`config.mk`:
```
export PLATFORM = sky130hd
export DESIGN_NAME = race_timer_gate_controller_core
export DESIGN_NICKNAME = d
export VERILOG_FILES = /design/src/hdl/rtgc_pkg.sv /design/src/hdl/rtgc_cfg_regs.sv /design/src/hdl/rtgc_engine.sv /design/src/hdl/rtgc_result_buf.sv /design/src/hdl/race_timer_gate_controller_core.sv
export VERILOG_INCLUDE_DIRS = /design/src /design/src/hdl
export SDC_FILE = /design/constraint.sdc
export NUM_CORES = 1
export LEC_CHECK = 0
export BUFFER_PORTS_ARGS = -buffer_cell sky130_fd_sc_hd__buf_2
export CORE_ASPECT_RATIO = 0.6
export CORE_UTILIZATION = 40
export DETAILED_ROUTE_END_ITERATION = 8
export SETUP_SLACK_MARGIN = 0.02
export SLEW_MARGIN = 20
export SYNTH_ARGS = -nofsm -noshare
export SYNTH_HDL_FRONTEND = slang
export SYNTH_SLANG_ARGS = --single-unit
```
`constraint.sdc`:
```
create_clock -name clk_i -period 8.12 [get_ports clk_i]
set_clock_uncertainty 0.2 [all_clocks]
set_input_delay 0.812 -clock clk_i [delete_from_list [all_inputs] [get_ports clk_i]]
set_output_delay 0.812 -clock clk_i [all_outputs]
set_load 0.05 [all_outputs]
```
`src/hdl/race_timer_gate_controller_core_macros.svh`:
```
// ----------------------------------------------------------------------------
// Race timer gate controller - assertion macros
// Short forms for concurrent assertions with active-low reset, by default on clk_i and rst_ni.
// ----------------------------------------------------------------------------
`ifndef RACE_TIMER_GATE_CONTROLLER_CORE_MACROS_SVH
`define RACE_TIMER_GATE_CONTROLLER_CORE_MACROS_SVH

// assertion with explicit clock and active-low reset
`define RTGC_ASSERT_CLK(lbl, clk, rstn, prop) \
  lbl: assert property (@(posedge clk) disable iff (!rstn) (prop)) \
    else $error("assertion failed: lbl");

// assertion on the block clock and reset
`define RTGC_ASSERT(lbl, prop) \
  `RTGC_ASSERT_CLK(lbl, clk_i, rst_ni, prop)

`endif

```
`src/hdl/rtgc_pkg.sv`:
```
// ----------------------------------------------------------------------------
// Race timer gate controller - package
// Payload types, codes, configuration defaults and the display helper.
// ----------------------------------------------------------------------------
`default_nettype none

package rtgc_pkg;

  localparam int unsigned CfgIdxW = 2;
  localparam int unsigned CfgDataW = 16;

  localparam logic [15:0] BlindWindowRst = 16'd1000;
  localparam logic [11:0] HsIntervalRst = 12'd300;
  localparam logic [3:0] HsRetriesRst = 4'd5;

  typedef enum logic [CfgIdxW-1:0] {
    CFG_BLIND_WINDOW = 2'd0,
    CFG_HS_INTERVAL  = 2'd1,
    CFG_HS_RETRIES   = 2'd2
  } cfg_idx_e;

  typedef enum logic [1:0] {
    OP_TICK = 2'd0,
    OP_PASS = 2'd1,
    OP_RX   = 2'd2
  } op_e;

  typedef enum logic [1:0] {
    KEY_NONE  = 2'd0,
    KEY_SHORT = 2'd1,
    KEY_LONG  = 2'd2
  } key_e;

  typedef enum logic [2:0] {
    RX_UNKNOWN = 3'd0,
    RX_STAR    = 3'd1,
    RX_STOP    = 3'd2,
    RX_RSET    = 3'd3,
    RX_PING    = 3'd4
  } rx_e;

  typedef enum logic [2:0] {
    TX_NONE = 3'd0,
    TX_PING = 3'd1,
    TX_STAR = 3'd2,
    TX_STOP = 3'd3,
    TX_RSET = 3'd4
  } tx_e;

  typedef enum logic [1:0] {
    MODE_HS    = 2'd0,
    MODE_IDLE  = 2'd1,
    MODE_RUN   = 2'd2,
    MODE_PAUSE = 2'd3
  } mode_e;

  typedef enum logic [1:0] {
    DISP_CONN    = 2'd0,
    DISP_WAIT    = 2'd1,
    DISP_READY   = 2'd2,
    DISP_ELAPSED = 2'd3
  } disp_e;

  typedef struct packed {
    logic [1:0] op;
    logic [1:0] key_event;
    logic       light_hit;
    logic       ping_acked;
    logic [2:0] rx_command;
  } in_item_t;

  typedef struct packed {
    logic [2:0]  tx_command;
    logic [1:0]  mode;
    logic [1:0]  display_choice;
    logic        wait_flash;
    logic [31:0] elapsed_ticks;
    logic        last;
  } out_item_t;

  typedef struct packed {
    logic [15:0] blind_window;
    logic [11:0] hs_interval;
    logic [3:0]  hs_retries;
  } cfg_t;

  function automatic disp_e disp_of(mode_e mode, logic [3:0] retry, logic [3:0] retries);
    disp_e d;
    unique case (mode)
      MODE_HS:   d = (retry < retries) ? DISP_CONN : DISP_WAIT;
      MODE_IDLE: d = DISP_READY;
      default:   d = DISP_ELAPSED;
    endcase
    return d;
  endfunction

endpackage

`default_nettype wire

```
`src/hdl/rtgc_cfg_regs.sv`:
```
// ----------------------------------------------------------------------------
// Race timer gate controller - configuration registers
// Blind window, handshake interval and retry limit behind a write port.
// ----------------------------------------------------------------------------
`default_nettype none

module rtgc_cfg_regs (
  input  wire logic                         clk_i,
  input  wire logic                         rst_ni,
  input  wire logic                         cfg_we_i,
  input  wire logic [rtgc_pkg::CfgIdxW-1:0] cfg_idx_i,
  input  wire logic [rtgc_pkg::CfgDataW-1:0] cfg_wdata_i,
  output rtgc_pkg::cfg_t                    cfg_o
);

  rtgc_pkg::cfg_t cfg_q, cfg_d;

  always_comb begin
    cfg_d = cfg_q;
    if (cfg_we_i) begin
      unique case (cfg_idx_i)
        rtgc_pkg::CFG_BLIND_WINDOW: cfg_d.blind_window = cfg_wdata_i;
        rtgc_pkg::CFG_HS_INTERVAL:  cfg_d.hs_interval = cfg_wdata_i[11:0];
        rtgc_pkg::CFG_HS_RETRIES:   cfg_d.hs_retries = cfg_wdata_i[3:0];
        default: ;  // unmapped index, dropped
      endcase
    end
  end

  always_ff @(posedge clk_i or negedge rst_ni) begin
    if (!rst_ni) begin
      cfg_q.blind_window <= rtgc_pkg::BlindWindowRst;
      cfg_q.hs_interval  <= rtgc_pkg::HsIntervalRst;
      cfg_q.hs_retries   <= rtgc_pkg::HsRetriesRst;
    end else begin
      cfg_q <= cfg_d;
    end
  end

  assign cfg_o = cfg_q;

endmodule

`default_nettype wire

```
`src/hdl/rtgc_engine.sv`:
```
// ----------------------------------------------------------------------------
// Race timer gate controller - mode engine
// Holds mode and counters; works one request per fire and forms its results.
// ----------------------------------------------------------------------------
`default_nettype none

module rtgc_engine (
  input  wire logic                clk_i,
  input  wire logic                rst_ni,
  input  wire logic                fire_i,
  input  wire rtgc_pkg::in_item_t  item_i,
  input  wire rtgc_pkg::cfg_t      cfg_i,
  output rtgc_pkg::out_item_t      res0_o,
  output rtgc_pkg::out_item_t      res1_o,
  output logic [1:0]               n_res_o
);

  rtgc_pkg::mode_e mode_q, mode_d;
  logic [31:0]     elapsed_q, elapsed_d;
  logic [11:0]     pass_q, pass_d;
  logic [3:0]      retry_q, retry_d;

  rtgc_pkg::out_item_t res_v [2];
  logic [1:0]          n_v;

  function automatic rtgc_pkg::out_item_t mk_res(rtgc_pkg::tx_e tx, rtgc_pkg::mode_e mode,
                                                 logic [3:0] retry, logic [3:0] retries,
                                                 logic flash, logic [31:0] elapsed);
    rtgc_pkg::out_item_t r;
    r.tx_command     = tx;
    r.mode           = mode;
    r.display_choice = rtgc_pkg::disp_of(mode, retry, retries);
    r.wait_flash     = flash;
    r.elapsed_ticks  = elapsed;
    r.last           = 1'b0;
    return r;
  endfunction

  always_comb begin
    logic [31:0] bw_ext;
    bw_ext    = {16'd0, cfg_i.blind_window};
    mode_d    = mode_q;
    elapsed_d = elapsed_q;
    pass_d    = pass_q;
    retry_d   = retry_q;
    n_v       = 2'd0;
    res_v[0]  = '0;
    res_v[1]  = '0;

    unique case (item_i.op)
      rtgc_pkg::OP_TICK: begin
        if (mode_q == rtgc_pkg::MODE_RUN) elapsed_d = elapsed_q + 32'd1;
      end
      rtgc_pkg::OP_PASS: begin
        if (mode_q == rtgc_pkg::MODE_HS) begin
          if (pass_q >= cfg_i.hs_interval) begin
            pass_d = '0;
            if (retry_q < cfg_i.hs_retries) begin
              if (item_i.ping_acked) mode_d = rtgc_pkg::MODE_IDLE;
              retry_d = retry_q + 4'd1;
              res_v[0] = mk_res(rtgc_pkg::TX_PING, mode_d, retry_d, cfg_i.hs_retries,
                                1'b0, elapsed_d);
              n_v = 2'd1;
            end else begin
              mode_d = rtgc_pkg::MODE_IDLE;  // out of attempts
            end
          end else begin
            pass_d = pass_q + 12'd1;
          end
        end else begin
          // sensor stop first, then the key acts on the mode it leaves
          if (mode_q == rtgc_pkg::MODE_RUN && item_i.light_hit && elapsed_q > bw_ext) begin
            mode_d = rtgc_pkg::MODE_PAUSE;
            res_v[0] = mk_res(rtgc_pkg::TX_STOP, mode_d, retry_d, cfg_i.hs_retries,
                              1'b0, elapsed_d);
            n_v = 2'd1;
          end
          if (mode_d == rtgc_pkg::MODE_IDLE || mode_d == rtgc_pkg::MODE_PAUSE) begin
            if (item_i.key_event == rtgc_pkg::KEY_SHORT) begin
              elapsed_d = '0;
              mode_d = rtgc_pkg::MODE_RUN;
              res_v[n_v[0]] = mk_res(rtgc_pkg::TX_STAR, mode_d, retry_d, cfg_i.hs_retries,
                                     1'b0, elapsed_d);
              n_v = n_v + 2'd1;
            end else if (item_i.key_event == rtgc_pkg::KEY_LONG) begin
              elapsed_d = '0;
              mode_d = rtgc_pkg::MODE_IDLE;
              res_v[n_v[0]] = mk_res(rtgc_pkg::TX_RSET, mode_d, retry_d, cfg_i.hs_retries,
                                     1'b0, elapsed_d);
              n_v = n_v + 2'd1;
            end
          end else if (mode_d == rtgc_pkg::MODE_RUN) begin
            if (item_i.key_event == rtgc_pkg::KEY_SHORT) begin
              if (elapsed_d < bw_ext) begin
                res_v[n_v[0]] = mk_res(rtgc_pkg::TX_NONE, mode_d, retry_d, cfg_i.hs_retries,
                                       1'b1, elapsed_d);
              end else begin
                mode_d = rtgc_pkg::MODE_PAUSE;
                res_v[n_v[0]] = mk_res(rtgc_pkg::TX_STOP, mode_d, retry_d, cfg_i.hs_retries,
                                       1'b0, elapsed_d);
              end
              n_v = n_v + 2'd1;
            end else if (item_i.key_event == rtgc_pkg::KEY_LONG) begin
              elapsed_d = '0;
              mode_d = rtgc_pkg::MODE_IDLE;
              res_v[n_v[0]] = mk_res(rtgc_pkg::TX_RSET, mode_d, retry_d, cfg_i.hs_retries,
                                     1'b0, elapsed_d);
              n_v = n_v + 2'd1;
            end
          end
        end
      end
      rtgc_pkg::OP_RX: begin
        unique case (item_i.rx_command)
          rtgc_pkg::RX_STAR: begin
            if (mode_q == rtgc_pkg::MODE_IDLE || mode_q == rtgc_pkg::MODE_PAUSE) begin
              elapsed_d = '0;
              mode_d = rtgc_pkg::MODE_RUN;
            end
          end
          rtgc_pkg::RX_STOP: begin
            if (mode_q == rtgc_pkg::MODE_RUN && elapsed_q > bw_ext)
              mode_d = rtgc_pkg::MODE_PAUSE;
          end
          rtgc_pkg::RX_RSET: begin
            elapsed_d = '0;
            mode_d = rtgc_pkg::MODE_IDLE;
          end
          rtgc_pkg::RX_PING: begin
            if (mode_q == rtgc_pkg::MODE_HS) mode_d = rtgc_pkg::MODE_IDLE;
          end
          default: ;  // unknown command
        endcase
      end
      default: ;  // unused op
    endcase

    // status result when nothing was sent
    if (n_v == 2'd0) begin
      res_v[0] = mk_res(rtgc_pkg::TX_NONE, mode_d, retry_d, cfg_i.hs_retries,
                        1'b0, elapsed_d);
      n_v = 2'd1;
    end
    if (n_v == 2'd1) res_v[0].last = 1'b1;
    else             res_v[1].last = 1'b1;
  end

  always_ff @(posedge clk_i or negedge rst_ni) begin
    if (!rst_ni) begin
      mode_q    <= rtgc_pkg::MODE_HS;
      elapsed_q <= '0;
      pass_q    <= '0;
      retry_q   <= '0;
    end else if (fire_i) begin
      mode_q    <= mode_d;
      elapsed_q <= elapsed_d;
      pass_q    <= pass_d;
      retry_q   <= retry_d;
    end
  end

  assign res0_o  = res_v[0];
  assign res1_o  = res_v[1];
  assign n_res_o = n_v;

endmodule

`default_nettype wire

```
`src/hdl/rtgc_result_buf.sv`:
```
// ----------------------------------------------------------------------------
// Race timer gate controller - result buffer
// Holds the one or two results of a request and drains them in order.
// ----------------------------------------------------------------------------
`default_nettype none

`include "race_timer_gate_controller_core_macros.svh"

module rtgc_result_buf (
  input  wire logic                clk_i,
  input  wire logic                rst_ni,
  input  wire logic                load_i,
  input  wire rtgc_pkg::out_item_t res0_i,
  input  wire rtgc_pkg::out_item_t res1_i,
  input  wire logic [1:0]          n_res_i,
  output logic                     free_o,
  output logic                     out_valid_o,
  input  wire logic                out_ready_i,
  output rtgc_pkg::out_item_t      out_item_o
);

  rtgc_pkg::out_item_t slot0_q, slot1_q;
  logic [1:0]          cnt_q, cnt_d;
  logic                head_q, head_d;
  logic                pop;

  assign out_valid_o = (cnt_q != 2'd0);
  assign pop         = out_valid_o && out_ready_i;
  // room for a new pair once the last held result leaves
  assign free_o      = (cnt_q == 2'd0) || (cnt_q == 2'd1 && out_ready_i);
  assign out_item_o  = head_q ? slot1_q : slot0_q;

  always_comb begin
    cnt_d  = cnt_q;
    head_d = head_q;
    if (load_i) begin
      cnt_d  = n_res_i;
      head_d = 1'b0;
    end else if (pop) begin
      cnt_d  = cnt_q - 2'd1;
      head_d = 1'b1;
    end
  end

  always_ff @(posedge clk_i or negedge rst_ni) begin
    if (!rst_ni) begin
      cnt_q  <= '0;
      head_q <= 1'b0;
    end else begin
      cnt_q  <= cnt_d;
      head_q <= head_d;
    end
  end

  always_ff @(posedge clk_i) begin
    if (load_i) begin
      slot0_q <= res0_i;
      slot1_q <= res1_i;
    end
  end

  `RTGC_ASSERT(a_cnt_range, cnt_q != 2'd3)
  `RTGC_ASSERT(a_second_follows, (cnt_q == 2'd2 && out_ready_i) |=> (cnt_q == 2'd1 && head_q))
  `RTGC_ASSERT(a_first_of_pair, (out_valid_o && !out_item_o.last) |-> (cnt_q == 2'd2 && !head_q))
  `RTGC_ASSERT(a_load_fits, load_i |-> (free_o && n_res_i != 2'd0 && n_res_i != 2'd3))

endmodule

`default_nettype wire

```
`src/hdl/race_timer_gate_controller_core.sv`:
```
// ----------------------------------------------------------------------------
// Race timer gate controller - top level
// Finish-gate mode control for a race stopwatch with a valid/ready front end.
// ----------------------------------------------------------------------------
// Usage:
//   Input channel (in_valid_i/in_ready_o/in_item_i) carries ticks, main-loop
//   passes and received radio commands. Output channel (out_valid_o/
//   out_ready_i/out_item_o) returns one or two results per request; the
//   final one has last set.
//   A request is registered on accept and worked once the result buffer has
//   room; its results are registered in the result buffer before they show.
//   Throughput is one request per cycle while each yields one result and is
//   taken at once; two results hold the output buffer until both are taken.
//   The input register takes one more request while a result waits to be
//   taken.
//   Reset puts the block in handshake mode with all counters cleared and the
//   registers at blind window 1000, interval 300, retries 5.
//   When the receiver stalls, the held result stays on the port, the queued
//   request waits in the input register and in_ready_o drops.
//   The user must write registers through cfg_we_i/cfg_idx_i/cfg_wdata_i
//   only while the block is idle; the block itself does not enforce this.
// ----------------------------------------------------------------------------
`default_nettype none

module race_timer_gate_controller_core (
  input  wire logic                          clk_i,
  input  wire logic                          rst_ni,
  input  wire logic                          in_valid_i,
  output logic                               in_ready_o,
  input  wire rtgc_pkg::in_item_t            in_item_i,
  output logic                               out_valid_o,
  input  wire logic                          out_ready_i,
  output rtgc_pkg::out_item_t                out_item_o,
  input  wire logic                          cfg_we_i,
  input  wire logic [rtgc_pkg::CfgIdxW-1:0]  cfg_idx_i,
  input  wire logic [rtgc_pkg::CfgDataW-1:0] cfg_wdata_i
);

  rtgc_pkg::in_item_t  in_q;
  logic                in_vld_q;
  rtgc_pkg::cfg_t      cfg;
  rtgc_pkg::out_item_t res0, res1;
  logic [1:0]          n_res;
  logic                buf_free;
  logic                fire;

  assign fire       = in_vld_q && buf_free;
  assign in_ready_o = !in_vld_q || fire;

  always_ff @(posedge clk_i or negedge rst_ni) begin
    if (!rst_ni) begin
      in_vld_q <= 1'b0;
    end else if (in_ready_o) begin
      in_vld_q <= in_valid_i;
    end
  end

  always_ff @(posedge clk_i) begin
    if (in_valid_i && in_ready_o) in_q <= in_item_i;
  end

  rtgc_cfg_regs u_cfg (
    .clk_i      (clk_i),
    .rst_ni     (rst_ni),
    .cfg_we_i   (cfg_we_i),
    .cfg_idx_i  (cfg_idx_i),
    .cfg_wdata_i(cfg_wdata_i),
    .cfg_o      (cfg)
  );

  rtgc_engine u_engine (
    .clk_i  (clk_i),
    .rst_ni (rst_ni),
    .fire_i (fire),
    .item_i (in_q),
    .cfg_i  (cfg),
    .res0_o (res0),
    .res1_o (res1),
    .n_res_o(n_res)
  );

  rtgc_result_buf u_buf (
    .clk_i      (clk_i),
    .rst_ni     (rst_ni),
    .load_i     (fire),
    .res0_i     (res0),
    .res1_i     (res1),
    .n_res_i    (n_res),
    .free_o     (buf_free),
    .out_valid_o(out_valid_o),
    .out_ready_i(out_ready_i),
    .out_item_o (out_item_o)
  );

endmodule

`default_nettype wire
```
# ---- After elaboration in Yosys (flattened, before gate mapping)
# Index checks and enable logic that the tools add are counted.
dict set report word_totals {
  reg_bits 177
  inputBits 32
  output_inout_bits 43
  wordCells 199
}
dict set report classes {
  add_sub_neg 5
  n_lt_le_gt_ge 8
  eq_ne 20
  mux 108
  bitwise_logic 2
  n_reduce_logical 29
}
# operator n
set op_table {}
lappend op_table {{$mux 82} 7}
lappend op_table {{$bwmux 82} 5}
lappend op_table {{$mux 41} 7}
lappend op_table {{$mux 32} 8}
lappend op_table {{$mux 2} 57}
lappend op_table {{$pmux 32 s3} 1}
lappend op_table {{$mux 79} 1}
lappend op_table {{$pmux 32 s2} 1}
lappend op_table {{$demux 41 s1} 1}
lappend op_table {{$mux 40} 1}
lappend op_table {{$mux 39} 1}
lappend op_table {{$mux 38} 1}
lappend op_table {{$add 32x1->32 const B} 1}
lappend op_table {{$gt 32x16->1} 1}
lappend op_table {{$lt 32x16->1} 1}
lappend op_table {{$eq 2x1->1 const B} 9}
lappend op_table {{$logic_not 2->1} 8}
lappend op_table {{$mux 4} 4}
lappend op_table {{$pmux 2 s2} 4}
lappend op_table {{$eq 2x2->1 const B} 7}
lappend op_table {{$add 12x1->12 const B} 1}
lappend op_table {{$ge 12x12->1} 1}
lappend op_table {{$lt 4x4->1} 3}
lappend op_table {{$mux 12} 1}
lappend op_table {{other kinds (19)} 40}

# ---- Longest topological paths before layout
dict set report depth {
  depth_word 22
  mapped_depth 19
  ltp_nobuf 16
}

# ---- Modules after synthesis
# Synthesis repeated with hierarchy kept, for this count alone.
dict set report unflattened {
  hier_cells 961
  area_unflattened_um2 10273.6
}
# mod n_inst cells_each area_each_um2
set modules_own_cells {}
lappend modules_own_cells {rtgc_engine 1 731 5365.1}
lappend modules_own_cells {rtgc_result_buf 1 147 3345.7}
lappend modules_own_cells {rtgc_cfg_regs 1 69 1232.4}
lappend modules_own_cells {race_timer_gate_controller_core 1 14 330.3}

# ---- Worst setup path after synthesis
# Ideal clock, no wire load.
dict set report synth_path {
  path_type {input-to-reg}
  startpoint {input out_ready_i}
  endpoint {register u_engine.elapsed_q[18]}
  arrival_ns 4.134
  t_required_ns 7.840
  slack_ns 3.706
  stages 6
  n_path_buf 2
  path_cell_list {a21oi_1 -> nand2b_1 -> clkbuf_1 -> clkinv_1 -> clkbuf_1 -> a22o_1}
}
dict set report synth_between {
  elab_chain_len 3
}
# item line
set synth_rtl {}
lappend synth_rtl {{start: declaration} race_timer_gate_controller_core.sv:32} ;# input wire logic out_ready_i,
lappend synth_rtl {{$logic_and 1x1->1} rtgc_result_buf.sv:30} ;# assign free_o = (cnt_q == 2'd0) || (cnt_q == 2'd1 && out_ready_i);
lappend synth_rtl {{$logic_or 1x1->1} rtgc_result_buf.sv:30}
lappend synth_rtl {{$logic_and 1x1->1} race_timer_gate_controller_core.sv:47} ;# assign fire = in_vld_q && buf_free;
lappend synth_rtl {{named net fire} race_timer_gate_controller_core.sv:45} ;# logic fire;
lappend synth_rtl {{end signal: assignment} rtgc_engine.sv:156} ;# elapsed_q <= elapsed_d;
lappend synth_rtl {{end: declaration} rtgc_engine.sv:19} ;# logic [31:0] elapsed_q, elapsed_d;
# The timed path passes the listed nets, and every way through them passes these cells.
# A chain may end at the register's enable or synchronous reset.

==> results.yml <==
sta:
  fin_crit_sh_pct: 60.0
  setup-tns-final_ps: 0
  fin_crit_ps: 4870
  worstMarginPinSlew_ps: 996
  setup_viol: 0
  max_freq_ghz: 0.205
  drv_slew: 0
  relSlewSlack_pct: 33.6
  final-hold-violation-count: 0
  rsz0062_at_grt: "false"
grt:
  overflow: 0
  antenna_found_initial: 0
  first_global_vias: 6755
  grt.total_usage_pct: 20.6
  grt_max_degree: 79
  grt_pass1_wl_mm: 40.1
floorplanning:
  fp.dieArea_sq_mm: 0.0256
  die_h_um: 124
  ios: 75
  rows: 44
  dieWidth_um: 206
  start_util_pct: 41.1
  coreArea_sq_mm: 0.0243
synth:
  yosysSeqAreaShare_pct: 49.0
  synth_warnings: 0
  synth_top_area_share_pct: 27.3
  synth_area_leader_cell: "edfxtp_1"
  synth_edf_count: 91
  synth_seq_cells: 177
  synth.avg_cell_area_sq_um: 10.6
  syn-instance-count: 945
  async_flop_share_pct: 48.6
  ys.flop_type: "edfxtp_1"
  synth_area_sq_mm: 0.00999
  synth.top_cells.by_area: "edfxtp_1 27%, dfrtp_1 19%, mux2_2 6.9%, ha_1 6.1%, nand2_1 4.3%"
  synth_cell_types: 78
detailed_routing:
  finalWirelength_mm: 25.5
  post_drt_wl_per_cell_um: 18.7
  dr.pass1.iters: 6
  routed_via_density: 5.47
  drt_iter0_markers: 607
  m1WireLength_mm: 14.1
  top_layer_used: "met4"
  wl_met2_mm: 9.31
  ant_nets: 0
  drc: 0
  vias: 7434
  route.met3.wl_mm: 1.79
place:
  gp_congestion: 0.913
  port_buffers: 74
  dpl.hpwl_mm: 17.9
worst_setup_path:
  start_kind: "flop"
  r2r_setup_slack_ps: 3250
  reg2regPathDepth: 15
  cp.required_ps: 8120
  end_kind: "flop"
  cp_max_fo: 31
  reg2reg_from: "u_engine.elapsed_q[14]$_DFFE_PN0P_"
  worstPathArrival_ps: 4870
  r2r-end: "u_buf.slot0_q[8]$_DFFE_PP_"
  critPathKind: "flop to flop"
pwr:
  p_per_area_mw_per_mm2: 333
  vdd_drop_max_uv: 159
  leakagePower_nw: 4.64
final_layout:
  nets: 1105
  diodes: 0
  final_util_pct: 46.4
  drive_above_1_share_pct: 21.1
  syn_to_final_growth_pct: 12.9
clock_tree:
  clockBufferDepth: 2
  cts_resized: 0
  cts_root_buffer: "clkbuf_16"
  cts_max_level: 4
  hold_buffers: 0
  numCtsBuffers: 17
  cts_tree: "yes"
  post_cts_buffers: 0
  clock_sinks: 177
  clkLatencyLatePin_ps: 450
  path_clk_slew_ps: 70
flow_run:
  max_cap_viol_count: 0
hold_path:
  hold_class: "primary input to async pin"
run_status:
  outcome: "finished, final reports clean"
## critical path, stage by stage (launching register included)
cell       delay, ps
dfrtp_1          580
ha_1             320
nand4_1          200
nor2_1            80
o2bb2ai_1        180
or3_2            560
a21oi_1          390
or2_2            230
ha_1             240
nor2_1           160
a21oi_1          190
nor2_2           130
buf_4            370
a21oi_4          140
a21o_1           350
a22o_1           300
## metal layers
layer | vias up | track usage (%)
met5 | - | 0
met3 | 19 | 5.13
met4 | 0 | 4.97
met2 | 256 | 24.6
li1 | 3592 | -
met1 | 3567 | 35.0
## cell usage in the layout, fill, tap and decap left out, types with 6 or more instances in the layout
cell type | netlist | routed
inv_1 | 46 | 46
nor2b_1 | 8 | 8
a22o_1 | 34 | 34
nand4_1 | 10 | 10
nand2_1 | 114 | 114
nand2b_1 | 13 | 13
edfxtp_1 | 91 | 91
o21ai_1 | 6 | 6
and2_1 | 6 | 6
nor4_1 | 6 | 6
conb_1 | 1 | 34
o21ai_0 | 58 | 58
buf_2 | 12 | 73
a21o_1 | 8 | 8
clkbuf_16 | 0 | 17
nor2_1 | 44 | 44
and3_1 | 12 | 12
dfstp_2 | 12 | 12
buf_4 | 2 | 9
mux2_2 | 61 | 61
xor2_1 | 6 | 6
a31oi_1 | 7 | 7
xnor2_1 | 9 | 9
a311oi_1 | 7 | 7
mux2i_1 | 6 | 6
a21oi_1 | 51 | 51
nor3_1 | 17 | 17
dfrtp_1 | 74 | 73
nand3_1 | 33 | 33
ha_1 | 49 | 49
## how the worst max path moves through the flow
stage                     depth (start not counted)                                  to  slack, ps                               start
after global routing                             14         u_buf.slot0_q[14]$_DFFE_PP_       3060   u_engine.elapsed_q[5]$_DFFE_PN0P_
after CTS                                        15         u_buf.slot0_q[14]$_DFFE_PP_       3360  u_engine.elapsed_q[14]$_DFFE_PN0P_
after global placement                           16         u_buf.slot0_q[17]$_DFFE_PP_       3510         u_cfg.cfg_o[23]$_DFFE_PN1P_
final                                            15          u_buf.slot0_q[8]$_DFFE_PP_       3250  u_engine.elapsed_q[14]$_DFFE_PN0P_
after detailed placement                         15         u_buf.slot0_q[18]$_DFFE_PP_       3390  u_engine.elapsed_q[14]$_DFFE_PN0P_
after floorplan                                   6  u_engine.elapsed_q[18]$_DFFE_PN0P_       3710                         out_ready_i
## through the flow
step                instance area [sq um]  cells  hold slack (ps)  setup slack, ps  total power [W]
CTS                                 11300   1359             31.2             3360          0.00379
global placement                    10700   1327              277             3510          0.00293
floorplan                           10100    978              256             3710          0.00257
finish                              11300   1359             38.2             3250          0.00376
global route                        11300   1359             36.0             3060          0.00396
detailed placement                  10700   1327              294             3390          0.00294
## cells by family (layout without fill, tap and decap cells)
logic type / after synthesis / in the layout / synth area share, %
mux: 67 / 67 / 7.47
xor+xnor: 15 / 15 / 1.31
simple gates: 305 / 305 / 15.9
other cells: 1 / 34 / 0.0375
flops: 177 / 177 / 49.0
buf+inv: 102 / 161 / 4.36
compound gates: 229 / 229 / 15.7
fa+ha+maj: 49 / 49 / 6.13
## sequential cells by signal, summed over array words and instances (netlist names)
| name | flops |
|---|---|
| u_buf.slot0_q | 41 |
| u_engine.pass_q | 12 |
| u_buf.cnt_q | 2 |
| u_engine.retry_q | 4 |
| in_q | 9 |
| u_engine.elapsed_q | 32 |
| u_buf.head_q | 1 |
| in_vld_q | 1 |
| u_cfg.cfg_o | 32 |
| u_engine.mode_q | 2 |
| u_buf.slot1_q | 41 |
## area by class of cell
class                      count  area (sq um)
fill                        2317         13000
sequential                   177          4900
multi-input combinational    699          4790
clock buffer                  18           439
timing repair buffer          82           433
tap                          322           403
inverter                      47           179
clock inverter                14           144
## cell usage after synthesis, types with 4 or more instances
cell type / number
a211oi_1: 5
a21boi_0: 5
a21o_1: 8
a21oi_1: 51
a22o_1: 34
a311oi_1: 7
a31oi_1: 7
and2_1: 6
and3_1: 12
and4_1: 4
buf_2: 12
buf_6: 4
clkbuf_1: 36
dfrtp_1: 74
dfstp_2: 12
edfxtp_1: 91
ha_1: 49
inv_1: 46
mux2_2: 61
mux2i_1: 6
nand2_1: 114
nand2b_1: 13
nand3_1: 33
nand4_1: 10
nor2_1: 44
nor2b_1: 8
nor3_1: 17
nor3b_1: 4
nor4_1: 6
nor4_4: 4
o21a_1: 4
o21ai_0: 58
o21ai_1: 6
o2bb2ai_1: 5
o311ai_0: 5
o31ai_1: 5
or2_2: 4
or3_1: 5
or4_1: 4
xnor2_1: 9
xor2_1: 6
## power by group
group	switching, W	internal (W)
clock network	0.000392	0.000441
logic	0.00107	0.000426
registers	0.000180	0.00125
(Power assumes the default switching activity.)
